**src/nbfa_pkg.sv**
```systemverilog
// Shared types, constants and register codes of the nine-bit frame assembler.
package nbfa_pkg;

  // Default store depth in bytes.
  localparam int MAX_FRAME_BYTES_DEF = 36;

  // Width of the frame length field on the result channel.
  localparam int LEN_W = 6;

  // Configuration register indexes and widths.
  localparam int CFG_ADDR_W = 1;
  localparam int CFG_DATA_W = 16;
  localparam logic [CFG_ADDR_W-1:0] CFG_TIMEOUT = 1'd0;
  localparam logic [CFG_ADDR_W-1:0] CFG_ACK     = 1'd1;

  // Reset values of the configuration registers.
  localparam logic [15:0] TIMEOUT_RESET = 16'd10;
  localparam logic [7:0]  ACK_RESET     = 8'd0;

  // Input item opcodes.
  localparam logic OP_CHAR = 1'b0;
  localparam logic OP_TICK = 1'b1;

  typedef struct packed {
    logic       opcode;
    logic [7:0] data_byte;
    logic       mode_bit;
  } in_item_t;

  typedef struct packed {
    logic [7:0]       frame_byte;
    logic             last_byte;
    logic [LEN_W-1:0] frame_length;
    logic             checksum_good;
  } out_item_t;

  // Controller commands to the datapath.
  typedef struct packed {
    logic take;   // input transfer this cycle
    logic rd;     // read the store at the emission index
    logic step;   // result transfer, move to the next byte
  } nbfa_cmd_t;

  // Datapath status to the controller.
  typedef struct packed {
    logic close;  // the offered item closes a frame
    logic last;   // emission index points at the final byte
  } nbfa_stat_t;

  typedef enum logic [1:0] {
    ST_IDLE,
    ST_READ,
    ST_SHOW
  } nbfa_state_t;

endpackage

```
**src/nbfa_ctrl.sv**
```systemverilog
// Controller state machine: input acceptance and the walk over a closed frame.
module nbfa_ctrl
  import nbfa_pkg::*;
(
  input  logic       clk,
  input  logic       rst_n,
  input  logic       in_valid,
  output logic       in_ready,
  output logic       out_valid,
  input  logic       out_ready,
  input  nbfa_stat_t stat,
  output nbfa_cmd_t  cmd
);

  nbfa_state_t state_r;
  nbfa_state_t state_nxt;

  // State register.
  always_ff @(posedge clk) begin
    if (!rst_n) begin
      state_r <= ST_IDLE;
    end else begin
      state_r <= state_nxt;
    end
  end

  // Next state.
  always_comb begin
    state_nxt = state_r;
    case (state_r)
      ST_IDLE: begin
        if (in_valid && stat.close) begin
          state_nxt = ST_READ;
        end
      end
      ST_READ: begin
        state_nxt = ST_SHOW;
      end
      ST_SHOW: begin
        if (out_ready) begin
          state_nxt = stat.last ? ST_IDLE : ST_READ;
        end
      end
      default: begin
        state_nxt = ST_IDLE;
      end
    endcase
  end

  // Outputs and commands.
  always_comb begin
    in_ready  = 1'b0;
    out_valid = 1'b0;
    cmd       = '0;
    case (state_r)
      ST_IDLE: begin
        in_ready = 1'b1;
        cmd.take = in_valid;
      end
      ST_READ: begin
        cmd.rd = 1'b1;
      end
      ST_SHOW: begin
        out_valid = 1'b1;
        cmd.step  = out_ready;
      end
      default: begin
        in_ready = 1'b0;
      end
    endcase
  end

endmodule

```
**src/nbfa_datapath.sv**
```systemverilog
// Datapath: frame store, byte and idle counters, checksum and result register.
module nbfa_datapath
  import nbfa_pkg::*;
#(
  parameter int MAX_FRAME_BYTES = MAX_FRAME_BYTES_DEF
) (
  input  logic                  clk,
  input  logic                  rst_n,
  input  logic                  cfg_we,
  input  logic [CFG_ADDR_W-1:0] cfg_addr,
  input  logic [CFG_DATA_W-1:0] cfg_wdata,
  input  in_item_t              in_data,
  input  nbfa_cmd_t             cmd,
  output nbfa_stat_t            stat,
  output out_item_t             out_data
);

  localparam int CNT_W  = $clog2(MAX_FRAME_BYTES + 1);
  localparam int ADDR_W = $clog2(MAX_FRAME_BYTES);
  localparam logic [CNT_W-1:0] MAX_CNT = CNT_W'(MAX_FRAME_BYTES);

  logic [15:0]       timeout_r;
  logic [7:0]        ack_r;
  logic [CNT_W-1:0]  count_r, count_nxt;
  logic [15:0]       idle_r, idle_nxt;
  logic [7:0]        sum_r, sum_nxt;
  logic [CNT_W-1:0]  len_r;
  logic              good_r;
  logic [ADDR_W-1:0] idx_r;
  logic [7:0]        rd_data_r;
  logic [7:0]        store_mem [MAX_FRAME_BYTES];

  logic        is_char;
  logic        full;
  logic        wr_en;
  logic        empty;
  logic [15:0] idle_inc;

  assign is_char = (in_data.opcode == OP_CHAR);
  assign full    = (count_r >= MAX_CNT);
  assign empty   = (count_r == '0);
  assign wr_en   = cmd.take && is_char && !full;

  // A stored character closes the frame on its ninth bit, or as a lone acknowledge.
  assign stat.close = is_char && !full &&
                      (in_data.mode_bit || (empty && (in_data.data_byte == ack_r)));
  assign stat.last  = ((CNT_W'(idx_r) + CNT_W'(1)) == len_r);

  // Configuration registers.
  always_ff @(posedge clk) begin
    if (!rst_n) begin
      timeout_r <= TIMEOUT_RESET;
      ack_r     <= ACK_RESET;
    end else if (cfg_we) begin
      case (cfg_addr)
        CFG_TIMEOUT: timeout_r <= cfg_wdata;
        CFG_ACK:     ack_r     <= cfg_wdata[7:0];
        default:     ack_r     <= ack_r;
      endcase
    end
  end

  // Saturating idle count for a tick.
  assign idle_inc = (idle_r != 16'hFFFF) ? (idle_r + 16'd1) : idle_r;

  // Next values of the byte count, idle count and running sum.
  always_comb begin
    count_nxt = count_r;
    idle_nxt  = idle_r;
    sum_nxt   = sum_r;
    if (cmd.take) begin
      if (!is_char) begin
        if (empty) begin
          idle_nxt = '0;
        end else if (idle_inc >= timeout_r) begin
          count_nxt = '0;
          idle_nxt  = '0;
        end else begin
          idle_nxt = idle_inc;
        end
      end else begin
        idle_nxt = '0;
        if (full) begin
          count_nxt = '0;
        end else if (stat.close) begin
          count_nxt = '0;
        end else begin
          count_nxt = count_r + CNT_W'(1);
          sum_nxt   = empty ? in_data.data_byte : (sum_r + in_data.data_byte);
        end
      end
    end
  end

  // Control registers.
  always_ff @(posedge clk) begin
    if (!rst_n) begin
      count_r <= '0;
      idle_r  <= '0;
    end else begin
      count_r <= count_nxt;
      idle_r  <= idle_nxt;
    end
  end

  // Frame summary and emission index.
  always_ff @(posedge clk) begin
    sum_r <= sum_nxt;
    if (cmd.take && stat.close) begin
      len_r  <= count_r + CNT_W'(1);
      good_r <= empty || (sum_r == in_data.data_byte);
      idx_r  <= '0;
    end else if (cmd.step) begin
      idx_r <= idx_r + ADDR_W'(1);
    end
  end

  // Frame store: one write port, one registered read port.
  always_ff @(posedge clk) begin
    if (wr_en) begin
      store_mem[count_r[ADDR_W-1:0]] <= in_data.data_byte;
    end
    if (cmd.rd) begin
      rd_data_r <= store_mem[idx_r];
    end
  end

  // Result fields; length and verdict only on the final byte.
  always_comb begin
    out_data.frame_byte    = rd_data_r;
    out_data.last_byte     = stat.last;
    out_data.frame_length  = stat.last ? LEN_W'(len_r) : '0;
    out_data.checksum_good = stat.last && good_r;
  end

endmodule

```
**src/nine_bit_frame_assembler.sv**
```systemverilog
// Top level of the nine-bit frame assembler: controller plus datapath.
// Characters and ticks are taken only in the idle state; a closing character starts a frame walk.
// Each frame byte is read from the store in READ and then offered in SHOW, byte by byte.
// Input stays held off until the final byte of the frame is taken, output stalls included.
// Reset (rst_n low, synchronous) empties the frame and loads timeout 10 and ack code 0.
module nine_bit_frame_assembler
  import nbfa_pkg::*;
#(
  parameter int MAX_FRAME_BYTES = MAX_FRAME_BYTES_DEF
) (
  input  logic                  clk,
  input  logic                  rst_n,
  input  logic                  cfg_we,
  input  logic [CFG_ADDR_W-1:0] cfg_addr,
  input  logic [CFG_DATA_W-1:0] cfg_wdata,
  input  logic                  in_valid,
  output logic                  in_ready,
  input  in_item_t              in_data,
  output logic                  out_valid,
  input  logic                  out_ready,
  output out_item_t             out_data
);

  nbfa_cmd_t  cmd;
  nbfa_stat_t stat;

  // Sequencer.
  nbfa_ctrl u_ctrl (
    .clk       (clk),
    .rst_n     (rst_n),
    .in_valid  (in_valid),
    .in_ready  (in_ready),
    .out_valid (out_valid),
    .out_ready (out_ready),
    .stat      (stat),
    .cmd       (cmd)
  );

  // Storage and arithmetic.
  nbfa_datapath #(
    .MAX_FRAME_BYTES (MAX_FRAME_BYTES)
  ) u_dp (
    .clk       (clk),
    .rst_n     (rst_n),
    .cfg_we    (cfg_we),
    .cfg_addr  (cfg_addr),
    .cfg_wdata (cfg_wdata),
    .in_data   (in_data),
    .cmd       (cmd),
    .stat      (stat),
    .out_data  (out_data)
  );

  // Input and result channels are never open at the same time.
  a_exclusive: assert property (@(posedge clk) disable iff (!rst_n)
    in_ready |-> !out_valid)
    else $error("input and result channels open together");

  // The final byte transfer returns the block to accepting input.
  a_last_returns: assert property (@(posedge clk) disable iff (!rst_n)
    out_valid && out_ready && out_data.last_byte |=> in_ready)
    else $error("block did not return to idle after the final byte");

  // A tick never starts a frame walk.
  a_tick_stays: assert property (@(posedge clk) disable iff (!rst_n)
    in_valid && in_ready && (in_data.opcode == OP_TICK) |=> in_ready)
    else $error("tick transfer started a frame walk");

endmodule

```
**config.mk**
```make
export PLATFORM = sky130hd
export DESIGN_NAME = nine_bit_frame_assembler
export DESIGN_NICKNAME = d
export VERILOG_FILES = /design/src/nbfa_pkg.sv /design/src/nbfa_ctrl.sv /design/src/nbfa_datapath.sv /design/src/nine_bit_frame_assembler.sv
export SDC_FILE = /design/constraint.sdc
export NUM_CORES = 1
export LEC_CHECK = 0
export BUFFER_PORTS_ARGS = -buffer_cell sky130_fd_sc_hd__clkbuf_2
export CAP_MARGIN = 20
export CORE_UTILIZATION = 56
export CTS_BUF_LIST = sky130_fd_sc_hd__clkbuf_16
export DETAILED_ROUTE_END_ITERATION = 10
export GPL_TIMING_DRIVEN = 1
export PLACE_DENSITY = 0.86
export SLEW_MARGIN = 20
export SYNTH_ARGS = -nofsm -noshare
export SYNTH_HDL_FRONTEND = slang
export SYNTH_HIERARCHICAL = 1
export SYNTH_SLANG_ARGS = --single-unit
```
**constraint.sdc**
```tcl
create_clock -name clk -period 3 [get_ports clk]
set_input_delay 0.3 -clock clk [delete_from_list [all_inputs] [get_ports clk]]
set_output_delay 0.3 -clock clk [all_outputs]
set_load 0.03 [all_outputs]
```
==> results of run 1 <==
-- what timing repair did --
item / 4_1_cts / 5_1_grt
gates resized for setup: 30 / 34
cloned: 2 / 1
pin swaps: 10 / 21
buffers inserted: 12 / 13
endpoints found under the setup margin: 19 / 29
-- report_power, final --
part | leakage [nW] | switching (mW) | internal, mW | total, mW
clock network | 0.580 | 1.87 | 2.53 | 4.40
registers | 3.24 | 0.0296 | 5.55 | 5.58
logic | 2.36 | 0.488 | 0.398 | 0.887
-- metrics by stage --
| stage | utilization [%] | setup TNS [ns] | power [mW] | hold slack, ns |
|---|---|---|---|---|
| after floorplan | - | 0 | 6.219 | 0.3989 |
| after global placement | 60.63 | 0 | 6.446 | 0.4529 |
| after detailed placement | 60.63 | -0.6687 | 6.471 | 0.4627 |
| after CTS | 65.91 | 0 | 10.82 | 0.01348 |
| after global routing | 66.91 | -4.632 | 11.14 | 0.03942 |
| final | 66.92 | -1.311 | 10.86 | 0.03799 |
-- cells in the mapped netlist, types with 8 or more instances --
cell type  instances  area, µm²
clkbuf_1          21      78.83
nand3_1           30      150.1
a21oi_1           30      150.1
edfxtp_1         311       9339
nor3_1            13      65.06
buf_2              9      45.04
nor2b_1            8      50.05
o21ai_0            8      40.04
mux4_2            72       1622
and2_1             8      50.05
nand2_1           69      259.0
xnor2_1           17      148.9
ha_1              27      337.8
xor2_1            21      183.9
inv_1             24      90.09
nand4_1           10      62.56
o22ai_1           32      200.2
nor2_1            64      240.2
buf_4             10      75.07
a22o_1            11      96.34
o31ai_1            8      60.06
a21boi_0          22      165.2
nand2b_1          10      62.56
dfxtp_1           54       1081
-- flip-flops by register name, summed over array words and instances, names as in the netlist --
name            cells
u_dp/good_r         1
u_dp/store_mem    288
u_dp/idx_r          6
u_dp/ack_r          8
u_ctrl/state_r      2
u_dp/sum_r          8
u_dp/len_r          6
u_dp/timeout_r     16
u_dp/count_r        6
u_dp/idle_r        16
u_dp/rd_data_r      8
-- cell type report --
class | instances | share of cell area [%]
well taps | 341 | 2.366
flip-flops and latches | 365 | 57.87
inverters | 24 | 0.4995
diodes | 1 | 0.01388
repair buffers | 145 | 5.911
clock buffers | 36 | 4.995
multi-input cells | 540 | 27.01
clock inverters | 29 | 1.339
-- routing by layer --
layer / vias to the layer above / wire [µm] / GRT usage [%]
met5: - / 0 / 0
met1: 4753 / 13410 / 33.60
met3: 85 / 3705 / 4.892
met2: 626 / 18020 / 41.88
li1: 4076 / - / -
met4: 0 / 1200 / 8.895
-- path summary, 6_finish.rpt --
| check | startpoint | endpoint | slack [ns] | cells past startpoint |
|---|---|---|---|---|
| worst max-delay path | u_dp/idle_r[1] | u_dp/count_r[0] | -0.14 | 15 |
| worst min-delay path | cfg_wdata[9] | u_dp/timeout_r[9] | 0.04 | 3 |
| worst max register to register | u_dp/idle_r[1] | u_dp/count_r[0] | -0.14 | 15 |
| worst min register to register | u_dp/timeout_r[15] | u_dp/timeout_r[15] | 0.47 | 2 |
-- layout by cell type, fill, tap and decap left out, types with 8 or more instances in the layout --
cell type	synthesis	final
a21boi_0	22	22
a21oi_1	30	27
a22o_1	11	11
and2_1	8	8
buf_4	10	89
clkbuf_16	0	37
clkbuf_2	1	48
clkinv_1	0	10
dfxtp_1	54	45
edfxtp_1	311	311
ha_1	27	22
inv_1	24	31
mux4_2	72	72
nand2_1	69	66
nand2b_1	10	10
nand3_1	30	26
nand4_1	10	10
nor2_1	64	61
nor3_1	13	10
o22ai_1	32	32
o31ai_1	8	8
xnor2_1	17	15
xor2_1	21	21
-- cell families after synthesis --
family / share of synthesized area (%)
flip-flops: 67.83
adder cells (fa/ha/maj): 2.329
buffers and inverters: 2.109
AND/OR/NAND/NOR: 8.259
AO/OA/AOI/OAI: 6.223
XOR/XNOR: 2.166
multiplexers: 11.08
-- critical path, cell delays in order (launching register included) --
cell,delay [ns]
dfxtp_2,0.35
ha_4,0.14
nand4_1,0.12
buf_4,0.18
nor3_4,0.15
and4_1,0.24
nand3b_1,0.11
o21a_1,0.16
ha_4,0.28
nand4_1,0.14
buf_4,0.20
nor3_4,0.26
nor2_1,0.10
o211ai_1,0.12
nand3_2,0.20
a31o_2,0.29
==> flow_summary.ini, run 1 <==
[finish]
drive_gt1_share_pct = 29.06
area_growth_pct = 17.40
nets = 1172
final_area_um2 = 18030
fin_cells = 1481
regArea_um2 = 10440
multi_input_area_um2 = 4871
fill_cells = 1661

[timing]
finalHoldViolCount = 0
slew_headroom_pct = 33.22
clock-skew-final_ns = 0.02662
tightestPinTransition_ns = 0.9997
rsz0062_at_grt = yes
period_needed_ns = 3.145
finalMaxSlewViolations = 0
layout_setup_ws_ns = -0.1445
period_share_pct = 104.8
finalSetupViolations = 22
fmax_mhz = 318.0

[worst_setup_path]
critical_path_arrival_ns = 3.55
critical_path_class = reg -> reg
critical_path.startpoint_type = flop
cp.required_ns = 3.41
end_kind = flop
path_max_fanout = 6

[clock_tree]
clock_latency_ns = 0.53
cts_hold_buf = 0
numCtsBuffers = 36
cts_sinks = 365
cts_root_buf = clkbuf_16
clk_pin_slew_worst_paths_ns = 0.06
cts_buffer_depth = 3
cts_tree = yes
cts_max_level = 2

[yosys]
yosys.cell_types.count = 67
synthCells = 976
synthArstFlopShare_pct = 0
synth_edf_count = 311
ys_seq_area_share_pct = 67.83
synth-seq-cells = 365
syn_nets = 1036
synth_area_um2 = 15360
ys_warn_count = 6
synth-main-ff-cell = edfxtp_1
avgSynthCellArea_um2 = 15.74

[floorplanning]
die_height_um = 167.6
die_x_um = 167.6
pin_count = 50
core_um2 = 26950
initial_core_util_pct = 57.00
dieArea_um2 = 28100
rows = 60

[routing]
via_count = 9540
initialDrtViolationCount = 1154
drc = 0
routed_wl_um = 36330
postRouteAntennaNets = 0
wl_per_cell_um = 24.53
drt-vias-per-instance = 6.442
first_pass_iters = 5

[grt]
grt_max_degree = 48
track_usage_pct = 25.27
grt_pass1_vias = 9307
grt_pass1_wl_um = 52850
antenna_found_initial = 1
grt-ovfl-total = 0

[placed_design]
dpl_cell_area_um2 = 16340
dp_hpwl_um = 21500
io_buffers = 49
placedCellCount = 1387
gp_congestion = 0.8406
pre_cts_slack_ns = -0.1190

[status]
violations = setup timing
outcome = finished with violations

[power]
leakagePower_nw = 6.186
vdd_drop_max_mv = 0.3410
cellPowerDensity_nw_per_um2 = 602.3

[worst_hold_path]
hold_class = in -> reg

[job]
cap_viol_max_count = 0
Note: power is estimated with default switching activity, not from simulation.
==> run 2: changes to the inputs <==
--- a/config.mk
+++ b/config.mk
@@ -5,10 +5,12 @@
 export SDC_FILE = /design/constraint.sdc
 export NUM_CORES = 1
 export LEC_CHECK = 0
+export ABC_AREA = 1
 export BUFFER_PORTS_ARGS = -buffer_cell sky130_fd_sc_hd__clkbuf_2
 export CAP_MARGIN = 20
 export CORE_UTILIZATION = 56
 export CTS_BUF_LIST = sky130_fd_sc_hd__clkbuf_16
+export CTS_CLUSTER_SIZE = 10
 export DETAILED_ROUTE_END_ITERATION = 10
 export GPL_TIMING_DRIVEN = 1
 export PLACE_DENSITY = 0.86
==> run 2 against run 1 <==
Against the previous run: the run now ends clean; flip-flop and latch count is the same; register-to-register slack improved by 0.43 ns; global-route usage increased by 2.3 points; synthesized area is 5.2% higher; die area grew 5.1%; setup slack gained 0.31 ns; final cell count grew 34%; combinational power up 130%; maximum frequency grew 11%; wire length increased by 9.1%; clock skew is 0.00097 ns higher; via count is 26% higher; critical endpoint is now out_data[4].
==> flow_summary.ini, run 2 <==
[status]
outcome = finished clean

[clock_tree]
numCtsBuffers = 42
cts_tree = yes
cts_root_buf = clkbuf_16
clk_pin_slew_worst_paths_ns = 0.06
cts_buffer_depth = 3
cts_sinks = 365
cts_max_level = 2
clock_latency_ns = 0.56

[finish]
nets = 1646
fill_cells = 2050
postLayoutCoreUtil_pct = 64.90
largest_reg_flops = 288
layout_common_cells = edfxtp_1 (311), nor2_1 (307), o21ai_0 (172)
num_antenna_cells = 0
drive_gt1_share_pct = 12.67
final_common_cell = edfxtp_1
area_growth_pct = 12.83
final_area_um2 = 18230

[yosys]
ys_warn_count = 6
syn_nets = 1564
synthArstFlopShare_pct = 0
yosysTopAreaCellShare_pct = 57.81
synthTopCellsByArea = edfxtp_1 (58%), nor2_1 (7.1%), dfxtp_1 (6.7%)
yosysMostFrequentCell = edfxtp_1
synth_area_um2 = 16160
ys_top_cells_by_count = edfxtp_1 (311), nor2_1 (307), o21ai_0 (172)
synthCells = 1504
yosysTopAreaCell = edfxtp_1
yosys.cell_types.count = 42
synth-main-ff-cell = edfxtp_1
synth_edf_count = 311
synth-seq-cells = 365
avgSynthCellArea_um2 = 10.74
ys_seq_area_share_pct = 64.50

[worst_hold_path]
hold_class = in -> reg

[routing]
wl_per_cell_um = 20.02
via_count = 12049
first_pass_iters = 6
postRouteAntennaNets = 0
initialDrtViolationCount = 1841
drt-vias-per-instance = 6.085
routed_wl_um = 39640
drc = 0

[worst_setup_path]
cp.required_ns = 2.70
path_max_fanout = 8
critical_path_class = reg -> out
critical_path_arrival_ns = 2.54
critical_path.startpoint_type = flop
cp_top_family = simple AND/OR/NAND/NOR gates
critPathMaxStageDelay_ns = 0.39
cp.buffers_inverters = 2
rrSetupSlack_ns = 0.29
crit_slowest_cell = dfxtp_4
cp_cell_sequence = nand2_1 > inv_1 > nand4_1 > xor2_1 > xor2_1 > nand2_1 > nor3_2 > clkbuf_2
end_kind = output port

[placed_design]
pre_cts_slack_ns = 0.1241
dpl_cell_area_um2 = 17010
dp_hpwl_um = 24480
gp_congestion = 0.9349
io_buffers = 49

[timing]
period_share_pct = 94.52
finalMaxSlewViolations = 0
tightestPinTransition_ns = 0.7171
slew_headroom_pct = 52.19
clock-skew-final_ns = 0.02759
tns_ns = 0
finalSetupViolations = 0
rsz0062_at_grt = no
finalHoldViolCount = 0
fmax_mhz = 352.7
layout_setup_ws_ns = 0.1643
period_needed_ns = 2.836

[grt]
grt_max_degree = 146
track_usage_pct = 27.54
antenna_found_initial = 0
grt_pass1_wl_um = 62060
grt_pass1_vias = 11519
grt-ovfl-total = 0

[floorplanning]
die_height_um = 171.9
dieArea_um2 = 29530
core_um2 = 28090
rows = 61
initial_core_util_pct = 57.52
pin_count = 50
die_x_um = 171.9

[power]
leakagePower_nw = 6.588
vdd_drop_max_mv = 0.4671
cellPowerDensity_nw_per_um2 = 662.7

[job]
cap_viol_max_count = 0
==> run 2: layout make-up <==
class,instances,area (µm²),share of cell area [%]
Clock buffer,42,1051,5.766
Clock inverter,18,115.1,0.6315
Inverter,80,307.8,1.689
Multi-Input combinational cell,983,5077,27.86
Sequential cell,365,10430,57.19
Tap cell,378,473.0,2.595
Timing Repair Buffer,114,778.2,4.270
==> run 2: kinds of logic after synthesis <==
kind of cell	count (synthesis)	synth area share, %
AND/OR/NAND/NOR	619	16.74
flip-flops	365	64.50
AO/OA/AOI/OAI	303	10.54
buffers and inverters	156	4.213
XOR/XNOR	33	1.789
adder cells (fa/ha/maj)	28	2.215
==> run 2: metal layers <==
| metal | global-route usage [%] | part of all wire [%] | vias to the layer above |
|---|---|---|---|
| met3 | 4.257 | 11 | 102 |
| met2 | 46.24 | 48 | 803 |
| met4 | 9.234 | 2.7 | 0 |
| li1 | - | - | 5445 |
| met5 | 0 | 0 | - |
| met1 | 36.74 | 38 | 5699 |
==> run 2: report_power, final <==
part	total, mW	internal [mW]	switching (mW)
clock network	4.42	2.52	1.91
registers	5.66	5.61	0.0463
logic	2.00	0.580	1.42
total	12.1	8.71	3.37
==> run 2: repair_timing <==
item,CTS,global route
endpoints found under the hold margin,3,0
resized for setup,1,5
hold buffers,3,0
endpoints found under the setup margin,1,22
setup buffers,0,0
==> run 2: path summary, 6_finish.rpt <==
check,start,endpoint,cells past startpoint
setup reg to reg,u_dp/idle_r[1],u_dp/count_r[4],21
hold reg to reg,u_dp/timeout_r[7],u_dp/timeout_r[7],2
setup / recovery,u_dp/idx_r[0],out_data[4],8
hold / removal,cfg_wdata[12],u_dp/timeout_r[12],3
==> run 2: worst reg2reg max path, cell delays in order, from the launching register on <==
cell	delay [ns]
dfxtp_1	0.42
ha_4	0.20
inv_2	0.05
nor2_4	0.15
nand2_2	0.10
nor2_4	0.18
inv_4	0.11
nor2_1	0.11
nor2_1	0.07
ha_1	0.30
nand2_1	0.06
nand2_1	0.05
nand2_1	0.05
nand2_1	0.05
nand2_1	0.05
nand2_1	0.10
nand2_2	0.07
nand2_1	0.10
nand3_2	0.16
nand2_1	0.12
nand2_1	0.06
nor2_1	0.11
==> run 2: stage by stage <==
step	instances	hold slack [ns]	total power, mW
floorplan	1504	0.3989	7.121
finish	1980	0.02160	12.08
global placement	1917	0.4525	7.606
detailed placement	1917	0.4656	7.686
CTS	1980	0.01155	12.05
global route	1980	0.03575	12.48
